File: src/rtl/core/b2r_pkg.sv
package b2r_pkg;

    localparam int HEADER_BYTES   = 54;
    localparam int WIDTH_OFFSET   = 18;
    localparam int HEIGHT_OFFSET  = 22;
    localparam int SIZE_BYTES     = 4;
    localparam int HDR_CNT_W      = 6;

    localparam int DEF_MAX_WIDTH  = 4096;
    localparam int DEF_MAX_HEIGHT = 4096;

    localparam int DIM_W          = 13;
    localparam int QUEUE_DEPTH    = 2;
    localparam int CFG_IDX_W      = 2;
    localparam int CFG_DATA_W     = 8;

    localparam logic [7:0] ALPHA_OPAQUE = 8'hFF;
    localparam logic [7:0] ALPHA_CLEAR  = 8'h00;

    typedef enum logic [CFG_IDX_W-1:0] {
        REG_KEY_ENABLE = 2'd0,
        REG_KEY_RED    = 2'd1,
        REG_KEY_GREEN  = 2'd2,
        REG_KEY_BLUE   = 2'd3
    } cfg_reg_t;

    typedef enum logic [1:0] {
        PH_BLUE  = 2'd0,
        PH_GREEN = 2'd1,
        PH_RED   = 2'd2
    } phase_t;

    typedef struct packed {
        logic             enable;
        logic [7:0]       red;
        logic [7:0]       green;
        logic [7:0]       blue;
    } key_t;

    typedef struct packed {
        logic [7:0]       red;
        logic [7:0]       green;
        logic [7:0]       blue;
        logic             last_pixel;
        logic [DIM_W-1:0] image_width;
        logic [DIM_W-1:0] image_height;
    } pix_t;

    typedef struct packed {
        logic                               full;
        logic                               empty;
        logic [$clog2(QUEUE_DEPTH+1)-1:0]   count;
    } q_stat_t;

endpackage

File: src/rtl/core/b2r_if.sv
interface b2r_byte_if;
    import b2r_pkg::*;

    logic       valid;
    logic       ready;
    logic [7:0] file_byte;
    logic       start_of_file;

    modport source (output valid, output file_byte, output start_of_file, input ready);
    modport sink   (input valid, input file_byte, input start_of_file, output ready);
endinterface

interface b2r_pix_if;
    import b2r_pkg::*;

    logic             valid;
    logic             ready;
    logic [7:0]       red;
    logic [7:0]       green;
    logic [7:0]       blue;
    logic [7:0]       alpha;
    logic             last_pixel;
    logic [DIM_W-1:0] image_width;
    logic [DIM_W-1:0] image_height;

    modport source (output valid, output red, output green, output blue, output alpha,
                    output last_pixel, output image_width, output image_height,
                    input ready);
    modport sink   (input valid, input red, input green, input blue, input alpha,
                    input last_pixel, input image_width, input image_height,
                    output ready);
endinterface

interface b2r_cfg_if;
    import b2r_pkg::*;

    logic                  valid;
    logic                  ready;
    logic [CFG_IDX_W-1:0]  index;
    logic [CFG_DATA_W-1:0] data;

    modport source (output valid, output index, output data, input ready);
    modport sink   (input valid, input index, input data, output ready);
endinterface

File: src/rtl/core/bmp24_to_rgba_color_key.sv
// channel  | dir | payload                                    | request
// ---------+-----+--------------------------------------------+---------------------
// bytes    | in  | file_byte, start_of_file                   | one file byte
// pixels   | out | red, green, blue, alpha, last_pixel, dims  | one RGBA pixel
// cfg      | in  | index, data                                | one key register write
//
// One byte per cycle while ready; pixels go via the queue to the output register.
// A two-entry queue sits between the byte parser and the output register;
// bytes.ready drops only while that queue is full. cfg.ready is always high.
// rst_n clears the parser, the queue and the key registers; no clearing pass.
module bmp24_to_rgba_color_key #(
    parameter int MAX_WIDTH  = b2r_pkg::DEF_MAX_WIDTH,
    parameter int MAX_HEIGHT = b2r_pkg::DEF_MAX_HEIGHT
) (
    input  logic       clk,
    input  logic       rst_n,
    b2r_byte_if.sink   bytes,
    b2r_pix_if.source  pixels,
    b2r_cfg_if.sink    cfg
);
    import b2r_pkg::*;

    key_t    key_reg, key_next;
    q_stat_t q_stat;
    pix_t    push_pix;
    pix_t    head;
    logic    push;
    logic    pop;

    assign cfg.ready = 1'b1;

    always_comb
    begin
        key_next = key_reg;
        if (cfg.valid && cfg.ready)
        begin
            unique case (cfg_reg_t'(cfg.index))
                REG_KEY_ENABLE: key_next.enable = cfg.data[0];
                REG_KEY_RED:    key_next.red    = cfg.data;
                REG_KEY_GREEN:  key_next.green  = cfg.data;
                REG_KEY_BLUE:   key_next.blue   = cfg.data;
                default:        key_next        = key_reg;
            endcase
        end
    end

    always_ff @(posedge clk or negedge rst_n)
    begin
        if (!rst_n)
        begin
            key_reg <= '0;
        end
        else
        begin
            key_reg <= key_next;
        end
    end

    b2r_front #(
        .MAX_WIDTH  (MAX_WIDTH),
        .MAX_HEIGHT (MAX_HEIGHT)
    ) u_front (
        .clk      (clk),
        .rst_n    (rst_n),
        .bytes    (bytes),
        .q_stat   (q_stat),
        .push     (push),
        .push_pix (push_pix)
    );

    b2r_queue u_queue (
        .clk      (clk),
        .rst_n    (rst_n),
        .push     (push),
        .push_pix (push_pix),
        .pop      (pop),
        .head     (head),
        .q_stat   (q_stat)
    );

    b2r_back u_back (
        .clk    (clk),
        .rst_n  (rst_n),
        .q_stat (q_stat),
        .head   (head),
        .key    (key_reg),
        .pop    (pop),
        .pixels (pixels)
    );

    a_alpha_code: assert property (@(posedge clk) disable iff (!rst_n)
        pixels.valid |-> (pixels.alpha == ALPHA_CLEAR || pixels.alpha == ALPHA_OPAQUE))
        else $error("alpha neither clear nor opaque");

    a_clear_needs_key: assert property (@(posedge clk) disable iff (!rst_n)
        (pixels.valid && pixels.alpha == ALPHA_CLEAR) |-> key_reg.enable)
        else $error("transparent pixel while key disabled");

    a_queue_bound: assert property (@(posedge clk) disable iff (!rst_n)
        q_stat.count <= $bits(q_stat.count)'(QUEUE_DEPTH))
        else $error("pixel queue overfilled");

    a_queue_track: assert property (@(posedge clk) disable iff (!rst_n)
        (push && !pop) |=> (q_stat.count == $past(q_stat.count) + 1'b1))
        else $error("queue count lost a push");

endmodule

File: src/rtl/core/b2r_front.sv
module b2r_front #(
    parameter int MAX_WIDTH  = b2r_pkg::DEF_MAX_WIDTH,
    parameter int MAX_HEIGHT = b2r_pkg::DEF_MAX_HEIGHT
) (
    input  logic              clk,
    input  logic              rst_n,
    b2r_byte_if.sink          bytes,
    input  b2r_pkg::q_stat_t  q_stat,
    output logic              push,
    output b2r_pkg::pix_t     push_pix
);
    import b2r_pkg::*;

    localparam int WIDTH_W  = $clog2(MAX_WIDTH + 1);
    localparam int HEIGHT_W = $clog2(MAX_HEIGHT + 1);
    localparam int RBC_W    = $clog2(3 * MAX_WIDTH + 4);

    logic [HDR_CNT_W-1:0] hdr_cnt_reg, hdr_cnt_next, c_hdr;
    logic [31:0]          width_reg, width_next, c_width;
    logic [31:0]          height_reg, height_next, c_height;
    logic [RBC_W-1:0]     row_pix_reg, row_pix_next;
    logic [RBC_W-1:0]     stride_reg, stride_next;
    logic [RBC_W-1:0]     rbc_reg, rbc_next, c_rbc, rbc_inc;
    logic [HEIGHT_W-1:0]  row_cnt_reg, row_cnt_next, c_row, hgt;
    logic [15:0]          held_reg, held_next, c_held;
    phase_t               phase_reg, phase_next, c_phase;
    logic                 bad_reg, bad_next, c_bad;
    logic                 accept, sof;
    logic [1:0]           lane;
    logic [RBC_W-1:0]     w_ext;

    assign bytes.ready = !q_stat.full;
    assign accept      = bytes.valid && bytes.ready;
    assign sof         = bytes.start_of_file;

    // start of file clears the parse state before the byte is used
    assign c_hdr    = sof ? '0 : hdr_cnt_reg;
    assign c_width  = sof ? '0 : width_reg;
    assign c_height = sof ? '0 : height_reg;
    assign c_rbc    = sof ? '0 : rbc_reg;
    assign c_row    = sof ? '0 : row_cnt_reg;
    assign c_held   = sof ? '0 : held_reg;
    assign c_phase  = sof ? PH_BLUE : phase_reg;
    assign c_bad    = sof ? 1'b0 : bad_reg;

    assign hgt     = c_height[HEIGHT_W-1:0];
    assign rbc_inc = c_rbc + RBC_W'(1);
    assign w_ext   = RBC_W'(c_width[WIDTH_W-1:0]);

    always_comb
    begin
        hdr_cnt_next = hdr_cnt_reg;
        width_next   = width_reg;
        height_next  = height_reg;
        row_pix_next = row_pix_reg;
        stride_next  = stride_reg;
        rbc_next     = rbc_reg;
        row_cnt_next = row_cnt_reg;
        held_next    = held_reg;
        phase_next   = phase_reg;
        bad_next     = bad_reg;
        lane         = '0;
        push         = 1'b0;

        push_pix.red          = bytes.file_byte;
        push_pix.green        = c_held[15:8];
        push_pix.blue         = c_held[7:0];
        push_pix.last_pixel   = (c_row + HEIGHT_W'(1) == hgt) && (rbc_inc == row_pix_reg);
        push_pix.image_width  = c_width[DIM_W-1:0];
        push_pix.image_height = c_height[DIM_W-1:0];

        if (accept)
        begin
            hdr_cnt_next = c_hdr;
            width_next   = c_width;
            height_next  = c_height;
            rbc_next     = c_rbc;
            row_cnt_next = c_row;
            held_next    = c_held;
            phase_next   = c_phase;
            bad_next     = c_bad;

            if (c_hdr < HDR_CNT_W'(HEADER_BYTES))
            begin
                if (c_hdr >= HDR_CNT_W'(WIDTH_OFFSET) &&
                    c_hdr < HDR_CNT_W'(WIDTH_OFFSET + SIZE_BYTES))
                begin
                    lane = 2'(c_hdr - HDR_CNT_W'(WIDTH_OFFSET));
                    width_next[{lane, 3'b000} +: 8] = bytes.file_byte;
                end
                else if (c_hdr >= HDR_CNT_W'(HEIGHT_OFFSET) &&
                         c_hdr < HDR_CNT_W'(HEIGHT_OFFSET + SIZE_BYTES))
                begin
                    lane = 2'(c_hdr - HDR_CNT_W'(HEIGHT_OFFSET));
                    height_next[{lane, 3'b000} +: 8] = bytes.file_byte;
                end
                hdr_cnt_next = c_hdr + HDR_CNT_W'(1);
                // row geometry settles long before the header ends
                row_pix_next = (w_ext << 1) + w_ext;
                stride_next  = ((w_ext << 1) + w_ext + RBC_W'(3)) & ~RBC_W'(3);
                if (hdr_cnt_next == HDR_CNT_W'(HEADER_BYTES))
                begin
                    bad_next = (width_next > 32'(MAX_WIDTH)) ||
                               (height_next > 32'(MAX_HEIGHT));
                end
            end
            else if (!c_bad && c_width != 32'd0 && c_row < hgt)
            begin
                if (c_rbc < row_pix_reg)
                begin
                    case (c_phase)
                        PH_BLUE:
                        begin
                            held_next[7:0] = bytes.file_byte;
                            phase_next     = PH_GREEN;
                        end
                        PH_GREEN:
                        begin
                            held_next[15:8] = bytes.file_byte;
                            phase_next      = PH_RED;
                        end
                        default:
                        begin
                            push       = 1'b1;
                            phase_next = PH_BLUE;
                        end
                    endcase
                end
                rbc_next = rbc_inc;
                if (rbc_inc >= stride_reg)
                begin
                    rbc_next     = '0;
                    row_cnt_next = c_row + HEIGHT_W'(1);
                    phase_next   = PH_BLUE;
                end
            end
        end
    end

    always_ff @(posedge clk or negedge rst_n)
    begin
        if (!rst_n)
        begin
            hdr_cnt_reg <= '0;
            width_reg   <= '0;
            height_reg  <= '0;
            row_pix_reg <= '0;
            stride_reg  <= '0;
            rbc_reg     <= '0;
            row_cnt_reg <= '0;
            held_reg    <= '0;
            phase_reg   <= PH_BLUE;
            bad_reg     <= 1'b0;
        end
        else
        begin
            hdr_cnt_reg <= hdr_cnt_next;
            width_reg   <= width_next;
            height_reg  <= height_next;
            row_pix_reg <= row_pix_next;
            stride_reg  <= stride_next;
            rbc_reg     <= rbc_next;
            row_cnt_reg <= row_cnt_next;
            held_reg    <= held_next;
            phase_reg   <= phase_next;
            bad_reg     <= bad_next;
        end
    end

endmodule

File: src/rtl/core/b2r_queue.sv
module b2r_queue (
    input  logic              clk,
    input  logic              rst_n,
    input  logic              push,
    input  b2r_pkg::pix_t     push_pix,
    input  logic              pop,
    output b2r_pkg::pix_t     head,
    output b2r_pkg::q_stat_t  q_stat
);
    import b2r_pkg::*;

    localparam int PTR_W = (QUEUE_DEPTH > 1) ? $clog2(QUEUE_DEPTH) : 1;
    localparam int CNT_W = $clog2(QUEUE_DEPTH + 1);

    pix_t             mem_reg [QUEUE_DEPTH];
    logic [PTR_W-1:0] wr_ptr_reg, wr_ptr_next;
    logic [PTR_W-1:0] rd_ptr_reg, rd_ptr_next;
    logic [CNT_W-1:0] count_reg, count_next;

    assign q_stat.full  = (count_reg == CNT_W'(QUEUE_DEPTH));
    assign q_stat.empty = (count_reg == '0);
    assign q_stat.count = count_reg;
    assign head         = mem_reg[rd_ptr_reg];

    always_comb
    begin
        wr_ptr_next = wr_ptr_reg;
        rd_ptr_next = rd_ptr_reg;
        count_next  = count_reg;
        if (push)
        begin
            wr_ptr_next = (wr_ptr_reg == PTR_W'(QUEUE_DEPTH - 1)) ? '0 : wr_ptr_reg + PTR_W'(1);
        end
        if (pop)
        begin
            rd_ptr_next = (rd_ptr_reg == PTR_W'(QUEUE_DEPTH - 1)) ? '0 : rd_ptr_reg + PTR_W'(1);
        end
        if (push && !pop)
        begin
            count_next = count_reg + CNT_W'(1);
        end
        else if (pop && !push)
        begin
            count_next = count_reg - CNT_W'(1);
        end
    end

    always_ff @(posedge clk)
    begin
        if (push)
        begin
            mem_reg[wr_ptr_reg] <= push_pix;
        end
    end

    always_ff @(posedge clk or negedge rst_n)
    begin
        if (!rst_n)
        begin
            wr_ptr_reg <= '0;
            rd_ptr_reg <= '0;
            count_reg  <= '0;
        end
        else
        begin
            wr_ptr_reg <= wr_ptr_next;
            rd_ptr_reg <= rd_ptr_next;
            count_reg  <= count_next;
        end
    end

endmodule

File: src/rtl/core/b2r_back.sv
module b2r_back (
    input  logic              clk,
    input  logic              rst_n,
    input  b2r_pkg::q_stat_t  q_stat,
    input  b2r_pkg::pix_t     head,
    input  b2r_pkg::key_t     key,
    output logic              pop,
    b2r_pix_if.source         pixels
);
    import b2r_pkg::*;

    logic       out_valid_reg, out_valid_next;
    pix_t       out_pix_reg;
    logic [7:0] out_alpha_reg;
    logic       key_hit;

    assign pop     = !q_stat.empty && (!out_valid_reg || pixels.ready);
    assign key_hit = key.enable && head.red == key.red &&
                     head.green == key.green && head.blue == key.blue;

    always_comb
    begin
        out_valid_next = out_valid_reg;
        if (pop)
        begin
            out_valid_next = 1'b1;
        end
        else if (pixels.ready)
        begin
            out_valid_next = 1'b0;
        end
    end

    always_ff @(posedge clk)
    begin
        if (pop)
        begin
            out_pix_reg   <= head;
            out_alpha_reg <= key_hit ? ALPHA_CLEAR : ALPHA_OPAQUE;
        end
    end

    always_ff @(posedge clk or negedge rst_n)
    begin
        if (!rst_n)
        begin
            out_valid_reg <= 1'b0;
        end
        else
        begin
            out_valid_reg <= out_valid_next;
        end
    end

    assign pixels.valid        = out_valid_reg;
    assign pixels.red          = out_pix_reg.red;
    assign pixels.green        = out_pix_reg.green;
    assign pixels.blue         = out_pix_reg.blue;
    assign pixels.alpha        = out_alpha_reg;
    assign pixels.last_pixel   = out_pix_reg.last_pixel;
    assign pixels.image_width  = out_pix_reg.image_width;
    assign pixels.image_height = out_pix_reg.image_height;

endmodule
File: src/flat_wrapper.sv
// flat-port wrapper written by rule: the top's interface ports become plain ports
module bmp24_to_rgba_color_key_flat import b2r_pkg::*;
#(
    parameter int MAX_WIDTH  = b2r_pkg::DEF_MAX_WIDTH,
    parameter int MAX_HEIGHT = b2r_pkg::DEF_MAX_HEIGHT
)
  (clk, rst_n, bytes_valid, bytes_file_byte, bytes_start_of_file, bytes_ready, pixels_valid, pixels_red, pixels_green, pixels_blue, pixels_alpha, pixels_last_pixel, pixels_image_width, pixels_image_height, pixels_ready, cfg_valid, cfg_index, cfg_data, cfg_ready);
  b2r_byte_if bytes_i ();
  b2r_pix_if pixels_i ();
  b2r_cfg_if cfg_i ();
  input  logic clk;
  input  logic rst_n;
  input wire logic [$bits(bytes_i.valid)-1:0] bytes_valid;
  input wire logic [$bits(bytes_i.file_byte)-1:0] bytes_file_byte;
  input wire logic [$bits(bytes_i.start_of_file)-1:0] bytes_start_of_file;
  output wire logic [$bits(bytes_i.ready)-1:0] bytes_ready;
  output wire logic [$bits(pixels_i.valid)-1:0] pixels_valid;
  output wire logic [$bits(pixels_i.red)-1:0] pixels_red;
  output wire logic [$bits(pixels_i.green)-1:0] pixels_green;
  output wire logic [$bits(pixels_i.blue)-1:0] pixels_blue;
  output wire logic [$bits(pixels_i.alpha)-1:0] pixels_alpha;
  output wire logic [$bits(pixels_i.last_pixel)-1:0] pixels_last_pixel;
  output wire logic [$bits(pixels_i.image_width)-1:0] pixels_image_width;
  output wire logic [$bits(pixels_i.image_height)-1:0] pixels_image_height;
  input wire logic [$bits(pixels_i.ready)-1:0] pixels_ready;
  input wire logic [$bits(cfg_i.valid)-1:0] cfg_valid;
  input wire logic [$bits(cfg_i.index)-1:0] cfg_index;
  input wire logic [$bits(cfg_i.data)-1:0] cfg_data;
  output wire logic [$bits(cfg_i.ready)-1:0] cfg_ready;
  assign bytes_i.valid = bytes_valid;
  assign bytes_i.file_byte = bytes_file_byte;
  assign bytes_i.start_of_file = bytes_start_of_file;
  assign bytes_ready = bytes_i.ready;
  assign pixels_valid = pixels_i.valid;
  assign pixels_red = pixels_i.red;
  assign pixels_green = pixels_i.green;
  assign pixels_blue = pixels_i.blue;
  assign pixels_alpha = pixels_i.alpha;
  assign pixels_last_pixel = pixels_i.last_pixel;
  assign pixels_image_width = pixels_i.image_width;
  assign pixels_image_height = pixels_i.image_height;
  assign pixels_i.ready = pixels_ready;
  assign cfg_i.valid = cfg_valid;
  assign cfg_i.index = cfg_index;
  assign cfg_i.data = cfg_data;
  assign cfg_ready = cfg_i.ready;
  bmp24_to_rgba_color_key #(.MAX_WIDTH(MAX_WIDTH), .MAX_HEIGHT(MAX_HEIGHT)) u_core (.clk(clk), .rst_n(rst_n), .bytes(bytes_i), .pixels(pixels_i), .cfg(cfg_i));
endmodule
File: config.mk
export PLATFORM = sky130hd
export DESIGN_NAME = bmp24_to_rgba_color_key_flat
export DESIGN_NICKNAME = d
export VERILOG_FILES = /design/src/rtl/core/b2r_pkg.sv /design/src/rtl/core/b2r_if.sv /design/src/rtl/core/bmp24_to_rgba_color_key.sv /design/src/rtl/core/b2r_front.sv /design/src/rtl/core/b2r_queue.sv /design/src/rtl/core/b2r_back.sv /design/src/flat_wrapper.sv
export SDC_FILE = /design/constraint.sdc
export NUM_CORES = 1
export LEC_CHECK = 0
export BUFFER_PORTS_ARGS = -buffer_cell sky130_fd_sc_hd__clkbuf_2
export CORE_UTILIZATION = 55
export CTS_BUF_LIST = sky130_fd_sc_hd__clkbuf_16
export CTS_CLUSTER_DIAMETER = 30
export DETAILED_ROUTE_END_ITERATION = 12
export GPL_TIMING_DRIVEN = 0
export HOLD_SLACK_MARGIN = 0.15
export PLACE_DENSITY = 0.71
export SLEW_MARGIN = 20
export SYNTH_ARGS = -nofsm -noshare
export SYNTH_HDL_FRONTEND = slang
export SYNTH_SLANG_ARGS = --single-unit
File: constraint.sdc
create_clock -name clk -period 6.8 [get_ports clk]
set_clock_uncertainty 0.1 [all_clocks]
set_input_delay 1.02 -clock clk [delete_from_list [all_inputs] [get_ports clk]]
set_output_delay 1.02 -clock clk [all_outputs]
set_load 0.01 [all_outputs]
==> out/qor.txt <==
RSZ-0062 raised after global routing: no
IO Port Bufs: 84
reg2reg setup slack: 2.61 ns
proportion of layout cells with a drive suffix above 1: 19.7%
met2 usage: 43.2%
DRT Wirelength: 41,600 µm
Tmin final: 6.53 ns
prevailing post-synth register cell: dfrtp_1
Hold Path Class: flip-flop to flip-flop
Max clock buf depth: 3
vias in the first global route: 11,666
Synth Instances: 1,393
EDFF count, synth: 154
share of flip-flops with an asynchronous set or reset: 52.8%
# DRC: 0
FF-to-FF Start: u_core.u_front.rbc_reg[0]$_DFFE_PN0P_
Synthesized Nets: 1,485
final instance area: 19,600 µm²
Top Ports: 86
R2R cell count: 14
max reg flops: 102
crit path launch: bytes_start_of_file
Die ar.: 30,200 µm²
synth cell count leaders: 172 x dfrtp_1, 154 x edfxtp_1, 133 x nand2_1
mapped cell area: 16,200 µm²
Fmax: 153 MHz
largest net degree at the start of global routing: 88
gr ovfl total: 0
Core Footprint: 28,900 µm²
final critical-path share of the clock period: 96.1%
clock root cell: clkbuf_16
HPWL after DPL: 28,800 µm
synth top area cells: edfxtp_1 29%, dfrtp_1 27%, mux2_2 5.3%
TritonCTS clock tree: built
initial antenna violation count: 0
Pwr per Cell Area: 293 nW/µm²
pre-CTS setup slack: -0.656 ns
crit-path cells: clkbuf_2 -> buf_6 -> buf_2 -> buf_2 -> buf_1 -> clkbuf_1 -> nor2b_1 -> ha_1 -> nand3_4 -> nor3_2 -> xor2_1 -> ha_1 -> a21o_1 -> a21oi_1 -> a21oi_1 -> and2_1 -> nor2b_1 -> a21boi_0 -> a221o_1
Worst Path Arrival: 6.89 ns
GPL Wtd Cong: 0.963
Avg Cell Area, Syn: 11.6 µm²
CP required: 7.16 ns
worst setup margin: 0.268 ns
H-tree depth: 3
Placement Cell Area: 17,200 µm²
clock latency on the worst-skew pair: 0.59 ns
number of synthesized register bits: 326
post-DR wirelength/cell: 20.9 µm
first-pass GRT wire length: 65,300 µm
remaining antenna violation count after routing: 0
Crit Path Class: input port to flip-flop
row cnt: 62
gr busiest metal: met2
Initial Utilization: 56.2%
most frequent cell after synthesis: dfrtp_1
Crit. End Element: flip-flop
nets: 1,643
Netlist cell types: 82
FILL cells: 2,108
DRT iter0 DRCs: 1,101
Post-CTS Setup Bufs: 0
endpoints failing hold: 0
clk slew on worst S/H paths: 0.05 ns
actual slew at the worst max-slew pin: 1.07 ns
relative slew slack: 28.6%
Post-Route Utilization: 68.0%
routing usage on met1: 39.7%
Slowest-stage cell, CP: nor2b_1
Max-Cap Viols: 0
startpoint types: input port
hold path start: u_core.u_front.height_reg[15]$_DFFE_PN0P_
Final Power: 0.00574 W
Die H: 174 µm
Setup TNS: 0 ns
Seq/Total Area, Yosys: 55.1%
RR Endpoint: u_core.u_front.row_cnt_reg[12]$_DFFE_PN0P_
Lkg Pwr: 8.51 nW
status: finished clean
Die X: 174 µm
via count: 11,820
Sink Count: 326
Peak VDD IR: 0.201 mV
overall global routing resource usage: 28.1%
top cell type's share of synthesized area: 28.5%
Resize count post-CTS: 0
CTS buffer count: 69
CP max stage delay: 0.63 ns
grt met3 use: 5.48%
yosys warns: 0
Max Fanout on Critical Path: 19
CTS Hold Bufs: 0
cell taking the most area after synthesis: edfxtp_1
Via-to-Cell Ratio: 5.93
P&R area growth vs syn: 21.1%
final setup violating endpoints: 0
drt pass-1 iters: 6
Final Max Slew Viols: 0
CP Capture Point: u_core.u_front.row_cnt_reg[12]$_DFFE_PN0P_
ant diodes: 0
stage by stage:
| step | cells | hold slack (ns) |
|---|---|---|
| 2_1_floorplan | 1393 | 0.341 |
| 3_3_place_gp | 1861 | 0.368 |
| 3_5_place_dp | 1865 | 0.372 |
| 4_1_cts | 1992 | 0.382 |
| 5_1_grt | 1992 | 0.400 |
| 6_report | 1992 | 0.381 |
cells by family after synthesis:
logic type                 share of synthesized area [%]
adders and majority gates                           5.30
muxes                                               5.47
and+or+nand+nor                                     13.4
other                                             0.0231
xor gates and xnor gates                            5.36
AOI/OAI and AO/OA                                   12.1
buffers and inverters                               3.25
DFF                                                 55.1
how the worst min path moves through the flow:
stage	end	slack, ns	cells past startpoint
6_report	u_core.u_front.height_reg[15]$_DFFE_PN0P_	0.38	2
5_1_grt	u_core.u_front.held_reg[6]$_DFFE_PN0P_	0.40	1
4_1_cts	u_core.u_front.height_reg[15]$_DFFE_PN0P_	0.38	2
3_5_place_dp	u_core.u_front.height_reg[15]$_DFFE_PN0P_	0.37	2
3_3_place_gp	u_core.u_front.stride_reg[5]$_DFFE_PN0P_	0.37	2
2_1_floorplan	u_core.u_front.height_reg[25]$_DFFE_PN0P_	0.34	2
cell usage in the layout (no fill, tap or decap), types with 9 or more instances in the layout:
cell type,n
buf_4,9
nor2b_1,45
xnor2_1,52
and3_1,12
a31oi_1,9
nor2_1,73
nand2_1,133
xor2_1,41
dfrtp_1,172
a22o_1,81
nand4_1,12
a21oi_1,37
edfxtp_1,154
nand3_1,23
o21ai_0,68
mux2_2,77
clkbuf_2,83
a21o_1,10
a22oi_1,9
ha_1,67
nor3_1,33
nor4_1,17
bufinv_16,9
inv_1,81
clkbuf_16,69
clkbuf_1,33
final cells by class:
| type | count | area, µm² | share of cell area, % |
|---|---|---|---|
| Multi-Input combinational cell | 939 | 6760 | 34.5 |
| Timing Repair Buffer | 88 | 524 | 2.67 |
| Clock inverter | 59 | 681 | 3.47 |
| Inverter | 72 | 270 | 1.38 |
| Tap cell | 384 | 480 | 2.45 |
| Sequential cell | 326 | 8930 | 45.5 |
| Buffer | 55 | 253 | 1.29 |
| Clock buffer | 69 | 1730 | 8.80 |
power breakdown:
part / internal (W) / switching, W / leakage [nW] / total [W]
sequential: 0.00209 / 0.0000262 / 3.81 / 0.00212
combinational: 0.0000716 / 0.000147 / 3.49 / 0.000219
clock: 0.00224 / 0.00117 / 1.20 / 0.00340
worst max-delay path, delay by kind of cell:
| family | cells | cell delay, ns |
|---|---|---|
| buffers and inverters | 6 | 2.53 |
| adders and majority gates | 2 | 0.58 |
| and+or+nand+nor | 5 | 1.33 |
| xor gates and xnor gates | 1 | 0.31 |
| AOI/OAI and AO/OA | 5 | 1.07 |
per-layer routing:
| metal | share of wire (%) | routed length [µm] | vias to the layer above |
|---|---|---|---|
| li1 | - | - | 5409 |
| met1 | 45 | 18600 | 5838 |
| met2 | 45 | 18600 | 477 |
| met3 | 7.6 | 3150 | 96 |
| met4 | 2.9 | 1210 | 0 |
| met5 | 0 | 0 | - |
(Power assumes the default switching activity.)
